File: config.mk
export PLATFORM = sky130hd
export DESIGN_NAME = pixel_sepia_anaglyph_writer_core
export DESIGN_NICKNAME = d
export VERILOG_FILES = /design/src/hdl/psaw_pkg.sv /design/src/hdl/pixel_sepia_anaglyph_writer_core.sv /design/src/hdl/psaw_color.sv
export SDC_FILE = /design/constraint.sdc
export NUM_CORES = 2
export LEC_CHECK = 0
export ABC_AREA = 1
export BUFFER_PORTS_ARGS = -buffer_cell sky130_fd_sc_hd__clkbuf_2
export CORE_AREA = 3 3 446 448
export DETAILED_ROUTE_END_ITERATION = 16
export DIE_AREA = 0 0 449 451
export HOLD_SLACK_MARGIN = 0.06
export PLACE_DENSITY = 0.49
export SLEW_MARGIN = 20
export SYNTH_ARGS = -nofsm -noshare
export SYNTH_HDL_FRONTEND = slang
export SYNTH_SLANG_ARGS = --single-unit
export TNS_END_PERCENT = 30
File: constraint.sdc
create_clock -name clk -period 11.8 [get_ports clk]
set_input_delay 2.36 -clock clk [delete_from_list [all_inputs] [get_ports clk]]
set_output_delay 2.36 -clock clk [all_outputs]
set_load 0.05 [all_outputs]
File: src/hdl/psaw_pkg.sv
package psaw_pkg;

	// Field widths
	localparam int COORD_BITS   = 12;
	localparam int FRAC_BITS    = 12;
	localparam int CHAN_BITS    = FRAC_BITS + 1;
	localparam int STRIDE_BITS  = 15;
	localparam int BPP_BITS     = 6;
	localparam int ADDR_BITS    = 27;
	localparam int BYTE_BITS    = 8;
	localparam int CFG_BITS     = 15;
	localparam int REG_IDX_BITS = 3;

	// Register indexes
	localparam logic [REG_IDX_BITS-1:0] REG_SEPIA_ENABLE   = 3'd0;
	localparam logic [REG_IDX_BITS-1:0] REG_STEREO_ENABLE  = 3'd1;
	localparam logic [REG_IDX_BITS-1:0] REG_EYE_INDEX      = 3'd2;
	localparam logic [REG_IDX_BITS-1:0] REG_LINE_STRIDE    = 3'd3;
	localparam logic [REG_IDX_BITS-1:0] REG_BITS_PER_PIXEL = 3'd4;

	localparam logic [STRIDE_BITS-1:0] STRIDE_RESET = 15'd4096;
	localparam logic [BPP_BITS-1:0]    BPP_RESET    = 6'd32;

	// Sepia arithmetic: coefficients in thousandths
	localparam int K_BITS      = 10;
	localparam int SUM_BITS    = CHAN_BITS + 11;
	localparam int QUO_IN_BITS = FRAC_BITS + 10;
	localparam logic [SUM_BITS-1:0] SAT_LIMIT =
		SUM_BITS'(64'd1000 << FRAC_BITS);
	localparam logic [CHAN_BITS-1:0] ONE_FX = {1'b1, {FRAC_BITS{1'b0}}};

	// floor(s / 1000) as (s * RECIP_MUL) >> RECIP_SHIFT, exact for s < 2^QUO_IN_BITS
	localparam int RECIP_SHIFT = QUO_IN_BITS + 10;
	localparam int RECIP_BITS  = FRAC_BITS + 11;
	localparam longint unsigned RECIP_FULL =
		((64'd1 << RECIP_SHIFT) + 64'd999) / 64'd1000;
	localparam logic [RECIP_BITS-1:0] RECIP_MUL = RECIP_BITS'(RECIP_FULL);
	localparam int PROD_BITS = QUO_IN_BITS + RECIP_BITS;

	typedef struct packed {
		logic [COORD_BITS-1:0] pixel_x;
		logic [COORD_BITS-1:0] pixel_y;
		logic [CHAN_BITS-1:0]  red_in;
		logic [CHAN_BITS-1:0]  green_in;
		logic [CHAN_BITS-1:0]  blue_in;
	} pixel_in_t;

	typedef struct packed {
		logic [ADDR_BITS-1:0] byte_address;
		logic [BYTE_BITS-1:0] blue_byte;
		logic [BYTE_BITS-1:0] green_byte;
		logic [BYTE_BITS-1:0] red_byte;
	} pixel_out_t;

	// Stage load strobes from the pipeline control
	typedef struct packed {
		logic ld_s2;
		logic ld_s3;
		logic ld_out;
	} adv_t;

	typedef struct packed {
		logic sepia_enable;
		logic stereo_enable;
		logic eye_index;
	} color_cfg_t;

endpackage

File: src/hdl/pixel_sepia_anaglyph_writer_core.sv
// Channel | Handshake             | Payload
// px      | px_valid / px_stall   | px_data  (pixel_in_t: x, y, r, g, b)
// wr      | wr_valid / wr_stall   | wr_data  (pixel_out_t: address, b, g, r)
// cfg     | cfg_write             | cfg_index, cfg_data
//
// One pixel per clock sustained while the result is not stalled.
// Stages: input register, matrix sums and address, reciprocal divide, byte result.
// Each stage moves when the next one is empty or moving, so bubbles are squeezed out.
// A stalled result holds the pipe only once every stage is full.
// Reset clears the stage valid bits and sets the configuration registers to their defaults.
module pixel_sepia_anaglyph_writer_core (
	input  logic                                  clk,
	input  logic                                  arst_n,
	input  logic                                  px_valid,
	output logic                                  px_stall,
	input  psaw_pkg::pixel_in_t                   px_data,
	output logic                                  wr_valid,
	input  logic                                  wr_stall,
	output psaw_pkg::pixel_out_t                  wr_data,
	input  logic                                  cfg_write,
	input  logic [psaw_pkg::REG_IDX_BITS-1:0]     cfg_index,
	input  logic [psaw_pkg::CFG_BITS-1:0]         cfg_data
);

	localparam int AB  = psaw_pkg::ADDR_BITS;
	localparam int RTB = psaw_pkg::COORD_BITS + psaw_pkg::STRIDE_BITS;
	localparam int CTB = psaw_pkg::COORD_BITS + psaw_pkg::BPP_BITS - 3;

	logic                                 sepia_q;
	logic                                 stereo_q;
	logic                                 eye_q;
	logic [psaw_pkg::STRIDE_BITS-1:0]     stride_q;
	logic [psaw_pkg::BPP_BITS-1:0]        bpp_q;

	logic                v_s1, v_s2, v_s3, out_valid_q;
	logic                rdy1, rdy2, rdy3, rdy_out;
	psaw_pkg::adv_t      adv;
	psaw_pkg::color_cfg_t color_cfg;
	psaw_pkg::pixel_in_t px_s1;

	logic [RTB-1:0]      row_term;
	logic [CTB-1:0]      col_term;
	logic [AB-1:0]       addr_sum;
	logic [AB-1:0]       addr_s2, addr_s3, addr_q;

	logic [psaw_pkg::BYTE_BITS-1:0] red_b, green_b, blue_b;

	// Configuration registers
	always_ff @(posedge clk or negedge arst_n) begin
		if (!arst_n) begin
			sepia_q  <= 1'b0;
			stereo_q <= 1'b0;
			eye_q    <= 1'b0;
			stride_q <= psaw_pkg::STRIDE_RESET;
			bpp_q    <= psaw_pkg::BPP_RESET;
		end else if (cfg_write) begin
			case (cfg_index)
				psaw_pkg::REG_SEPIA_ENABLE:   sepia_q  <= cfg_data[0];
				psaw_pkg::REG_STEREO_ENABLE:  stereo_q <= cfg_data[0];
				psaw_pkg::REG_EYE_INDEX:      eye_q    <= cfg_data[0];
				psaw_pkg::REG_LINE_STRIDE:    stride_q <= cfg_data[psaw_pkg::STRIDE_BITS-1:0];
				psaw_pkg::REG_BITS_PER_PIXEL: bpp_q    <= cfg_data[psaw_pkg::BPP_BITS-1:0];
				default: ;
			endcase
		end
	end

	// Ready chain, back from the result register
	assign rdy_out  = !out_valid_q || !wr_stall;
	assign rdy3     = !v_s3 || rdy_out;
	assign rdy2     = !v_s2 || rdy3;
	assign rdy1     = !v_s1 || rdy2;
	assign px_stall = !rdy1;

	assign adv.ld_s2  = v_s1 && rdy2;
	assign adv.ld_s3  = v_s2 && rdy3;
	assign adv.ld_out = v_s3 && rdy_out;

	always_ff @(posedge clk or negedge arst_n) begin
		if (!arst_n) begin
			v_s1        <= 1'b0;
			v_s2        <= 1'b0;
			v_s3        <= 1'b0;
			out_valid_q <= 1'b0;
		end else begin
			if (rdy1)    v_s1        <= px_valid;
			if (rdy2)    v_s2        <= v_s1;
			if (rdy3)    v_s3        <= v_s2;
			if (rdy_out) out_valid_q <= v_s3;
		end
	end

	// Input register
	always_ff @(posedge clk) begin
		if (px_valid && rdy1)
			px_s1 <= px_data;
	end

	// Address: y * stride + (bpp / 8) * x, wraps at the address width
	always_comb begin
		row_term = RTB'(px_s1.pixel_y) * RTB'(stride_q);
		col_term = CTB'(bpp_q[psaw_pkg::BPP_BITS-1:3]) * CTB'(px_s1.pixel_x);
		addr_sum = AB'(row_term) + AB'(col_term);
	end

	always_ff @(posedge clk) begin
		if (adv.ld_s2)  addr_s2 <= addr_sum;
		if (adv.ld_s3)  addr_s3 <= addr_s2;
		if (adv.ld_out) addr_q  <= addr_s3;
	end

	assign color_cfg.sepia_enable  = sepia_q;
	assign color_cfg.stereo_enable = stereo_q;
	assign color_cfg.eye_index     = eye_q;

	psaw_color u_color (
		.clk        (clk),
		.adv        (adv),
		.cfg        (color_cfg),
		.red        (px_s1.red_in),
		.green      (px_s1.green_in),
		.blue       (px_s1.blue_in),
		.red_byte   (red_b),
		.green_byte (green_b),
		.blue_byte  (blue_b)
	);

	assign wr_valid             = out_valid_q;
	assign wr_data.byte_address = addr_q;
	assign wr_data.blue_byte    = blue_b;
	assign wr_data.green_byte   = green_b;
	assign wr_data.red_byte     = red_b;

endmodule

File: src/hdl/psaw_color.sv
// Color path: sepia matrix (when enabled), clamp, divide by 1000, anaglyph mask (when enabled), byte scale.
module psaw_color (
	input  logic                               clk,
	input  psaw_pkg::adv_t                     adv,
	input  psaw_pkg::color_cfg_t               cfg,
	input  logic [psaw_pkg::CHAN_BITS-1:0]     red,
	input  logic [psaw_pkg::CHAN_BITS-1:0]     green,
	input  logic [psaw_pkg::CHAN_BITS-1:0]     blue,
	output logic [psaw_pkg::BYTE_BITS-1:0]     red_byte,
	output logic [psaw_pkg::BYTE_BITS-1:0]     green_byte,
	output logic [psaw_pkg::BYTE_BITS-1:0]     blue_byte
);

	localparam int CB = psaw_pkg::CHAN_BITS;
	localparam int SB = psaw_pkg::SUM_BITS;
	localparam int QB = psaw_pkg::QUO_IN_BITS;
	localparam int PB = psaw_pkg::PROD_BITS;
	localparam int VB = CB + psaw_pkg::BYTE_BITS - psaw_pkg::FRAC_BITS;

	function automatic logic [psaw_pkg::K_BITS-1:0] sepia_coef(input int row, input int col);
		logic [psaw_pkg::K_BITS-1:0] k;
		case (row * 3 + col)
			0: k = 10'd393;
			1: k = 10'd769;
			2: k = 10'd189;
			3: k = 10'd349;
			4: k = 10'd686;
			5: k = 10'd168;
			6: k = 10'd272;
			7: k = 10'd534;
			8: k = 10'd131;
			default: k = '0;
		endcase
		return k;
	endfunction

	// min(255, (c * 255) >> FRAC_BITS)
	function automatic logic [psaw_pkg::BYTE_BITS-1:0] to_byte(input logic [CB-1:0] c);
		logic [CB+7:0] scaled;
		logic [VB-1:0] v;
		scaled = {c, 8'b0} - {8'b0, c};
		v = scaled[CB+7:psaw_pkg::FRAC_BITS];
		if (v > VB'(255))
			return 8'hFF;
		return v[7:0];
	endfunction

	// index 0 red, 1 green, 2 blue
	logic [2:0][CB-1:0] chan_in;
	logic [2:0][SB-1:0] sum;
	logic [2:0]         sat;

	logic [2:0][CB-1:0] raw_s2;
	logic [2:0][QB-1:0] sum_s2;
	logic [2:0]         sat_s2;
	logic               sepia_s2;

	logic [2:0][PB-1:0] prod;
	logic [2:0][CB-1:0] chan_next;
	logic [2:0][CB-1:0] chan_s3;
	logic [2:0][CB-1:0] masked;

	assign chan_in = {blue, green, red};

	// Matrix rows: constant-coefficient dot products
	always_comb begin
		for (int r = 0; r < 3; r++) begin
			sum[r] = SB'(sepia_coef(r, 0)) * SB'(chan_in[0])
			       + SB'(sepia_coef(r, 1)) * SB'(chan_in[1])
			       + SB'(sepia_coef(r, 2)) * SB'(chan_in[2]);
			sat[r] = sum[r] > psaw_pkg::SAT_LIMIT;
		end
	end

	always_ff @(posedge clk) begin
		if (adv.ld_s2) begin
			raw_s2   <= chan_in;
			sepia_s2 <= cfg.sepia_enable;
			sat_s2   <= sat;
			for (int r = 0; r < 3; r++)
				sum_s2[r] <= sum[r][QB-1:0];
		end
	end

	// Divide by 1000 via reciprocal; unclamped sums stay below 2^QB
	always_comb begin
		for (int r = 0; r < 3; r++) begin
			prod[r] = PB'(sum_s2[r]) * PB'(psaw_pkg::RECIP_MUL);
			if (!sepia_s2)
				chan_next[r] = raw_s2[r];
			else if (sat_s2[r])
				chan_next[r] = psaw_pkg::ONE_FX;
			else
				chan_next[r] = CB'(prod[r] >> psaw_pkg::RECIP_SHIFT);
		end
	end

	always_ff @(posedge clk) begin
		if (adv.ld_s3)
			chan_s3 <= chan_next;
	end

	// Anaglyph: eye 0 drops red, eye 1 drops green
	always_comb begin
		masked = chan_s3;
		if (cfg.stereo_enable) begin
			if (!cfg.eye_index)
				masked[0] = '0;
			else
				masked[1] = '0;
		end
	end

	always_ff @(posedge clk) begin
		if (adv.ld_out) begin
			red_byte   <= to_byte(masked[0]);
			green_byte <= to_byte(masked[1]);
			blue_byte  <= to_byte(masked[2]);
		end
	end

endmodule

==> results.md <==
* Max transition margin at 26.59%
* Critical path's slowest cell: edfxtp_1
* Nets at 8854
* Hold WC Path Type: reg -> reg
* DRC violations left at 0
* Setup Fix Bufs, Post-CTS at 0
* WL final at 176000 um
* Final Max Tran Viols at 0
* Largest family of logic cells by synthesized area: adder cells
* Crit path buffers/inverters at 9
* TNS Setup at 0 ps
* Simple-Gate Fraction of Synth Area at 14.16%
* Clock skew at 56.31 ps
* FMAX at 0.1263 GHz
* Critical Path Most Common Cell: inv_1
* Die H at 451 um
* Via count at 44160
* Finish-stage setup viols at 0
* Syn nets at 8686
* Synth Instances at 6771
* Max Root-Sink Buffers at 3
* Crit path largest cell delay at 670 ps
* Sequential share of the synthesized area at 17.20%
* Syn_area_per_cell at 8.634 um^2
* I/O pin count at 139
* First-pass GRT wire length at 274500 um
* Layout cells sized above 1 at 3.972%
* Initial core utilization at 29.98%
* Tot GR Track Use at 17.53%
* Post-synthesis adder-cell area fraction at 48.11%
* Per-cell routed wire length at 18.34 um
* CP startpoint kind: flip-flop
* Register-to-Register Path Depth at 32
* Drt pass-1 iters at 7
* Post-Syn Area at 0.05846 mm^2
* TritonCTS buffer count at 45
* Number of I/O port buffers at 138
* Measured slew at the worst slew-check pin at 1098 ps
* Status: complete, no violations
* Register bit total from synthesis at 339
* Antenna Violating Nets Remaining at 0
* Core ar. at 0.1950 mm^2
* WP data arrival at 8410 ps
* Async SR Flop Fraction at 7.375%
* Commonest non-fill, non-tap cell in the layout: inv_1
* Largest delay share family, worst path: adder cells
* Filler Cell Count at 20700
* Synth Area in XOR/XNOR at 2.866%
* Pin count of the biggest net entering global routing at 64
* Initial antenna violation count at 2
* Die width at 449 um
* Tcrit/Tclk final at 67.08%
* Most frequent cells in the layout: inv_1, nand2_1, ha_1
* Initial DRC count at 2763
* Prevailing post-synth register cell: edfxtp_1
* Clock transition at the registers of the reported paths at 60 ps
* Endpoints failing hold at 0
* Via/cell ratio at 4.601
* Critical path class: reg -> reg
* Vias in the first global route at 45580
* CTS tree: done
* Quantity of gates resized following cts at 0
* Mux cell area share after synthesis at 0.2119%
* Post-synth EDFFs at 314
* Clock sink count at 339
* Levels on crit path at 32
* Synth Area in Compound Gates at 6.449%
* Min cycle time layout at 7916 ps
* YS warnings at 0
* N_diodes at 0
* Worst hold path depth at 0
* DP Wirelength at 152400 um
* RSZ-0062 raised after global routing: false
* Num rows at 162
* CP Capture Type: flip-flop
* Synth cell types at 50
* Area grow syn2layout at 9.458%
* Clock Latency Late Sink at 670 ps
* Max H-tree Level at 2
* Max-cap viol count at 0
* Die ar. at 0.2025 mm^2
* CP max FO at 11
* Hold_buf cts at 0
* Required @ worst endpoint at 12290 ps
* CTS root buf: clkbuf_16
* Placer Congestion at 0.9630
* GRT Residual Overflow at 0
per-stage QoR:
stage,hold slack [ps],cell area [um^2],utilization [%],setup slack [ps],std cells
after floorplan,400.3,58460,-,2962,6771
after global placement,401.5,62470,32.04,3771,9516
after detailed placement,404.5,62470,32.04,3891,9516
after CTS,415.4,63990,32.82,3829,9598
after global routing,417.4,63990,32.82,3348,9598
final,413.3,63990,32.82,3884,9598
cell type report:
type	instances	area, um^2	share of cell area (%)
Tap cell	2624	3283	5.131
Multi-Input combinational cell	4722	42000	65.63
Timing Repair Buffer	159	848.3	1.326
Clock buffer	51	1149	1.795
Inverter	1672	6282	9.818
Sequential cell	339	10060	15.72
Clock inverter	31	371.6	0.5807
state kept, by name (all words and copies together) (netlist names):
signal / cells
u_color.chan_s3: 39
stereo_q: 1
u_color.raw_s2: 37
addr_s2: 27
sepia_q: 1
u_color.red_byte: 8
addr_q: 27
addr_s3: 27
stride_q: 15
eye_q: 1
u_color.sepia_s2: 1
u_color.sum_s2: 66
u_color.green_byte: 8
wr_valid: 1
v_s3: 1
u_color.sat_s2: 3
u_color.blue_byte: 8
v_s2: 1
bpp_q: 3
v_s1: 1
px_s1: 63
worst paths after layout:
check | slack (ps) | start | to
worst min-delay path | 410 | addr_s2[26] | addr_s3[26]
worst max register to register | 3880 | px_s1[5] | u_color.sat_s2[0]
worst min register to register | 410 | addr_s2[26] | addr_s3[26]
max in group asynchronous | 9600 | arst_n | stereo_q
worst max-delay path | 3880 | px_s1[5] | u_color.sat_s2[0]
min in group asynchronous | 1750 | arst_n | stride_q[14]
per-layer routing:
layer / wire (um) / part of all wire (%) / track usage, %
met5: 0 / 0 / 0
met4: 3149 / 1.8 / 3.188
met3: 7545 / 4.3 / 2.070
met2: 78830 / 45 / 28.18
met1: 86500 / 49 / 25.45
cells by family (layout without fill, tap and decap cells):
family / count (synthesis) / in the layout
compound gates: 691 / 691
buf+inv: 1710 / 1913
flops: 339 / 339
fa+ha+maj: 1829 / 1829
simple gates: 2004 / 2004
xor+xnor: 187 / 187
mux: 11 / 11
Yosys cell counts (53+ instances only):
| master | n | area share, % |
|---|---|---|
| inv_1 | 1670 | 11 |
| nand2_1 | 1243 | 8.0 |
| ha_1 | 1131 | 24 |
| fa_1 | 698 | 24 |
| nor2_1 | 367 | 2.4 |
| a21oi_1 | 345 | 3.0 |
| edfxtp_1 | 314 | 16 |
| nand3_1 | 212 | 1.8 |
| o21ai_0 | 209 | 1.8 |
| xor2_1 | 105 | 1.6 |
| xnor2_1 | 80 | 1.2 |
| nand4_1 | 53 | 0.57 |
Power is not shown: default switching activity piles up to over one toggle a cycle in this logic, so the estimate is an artifact.
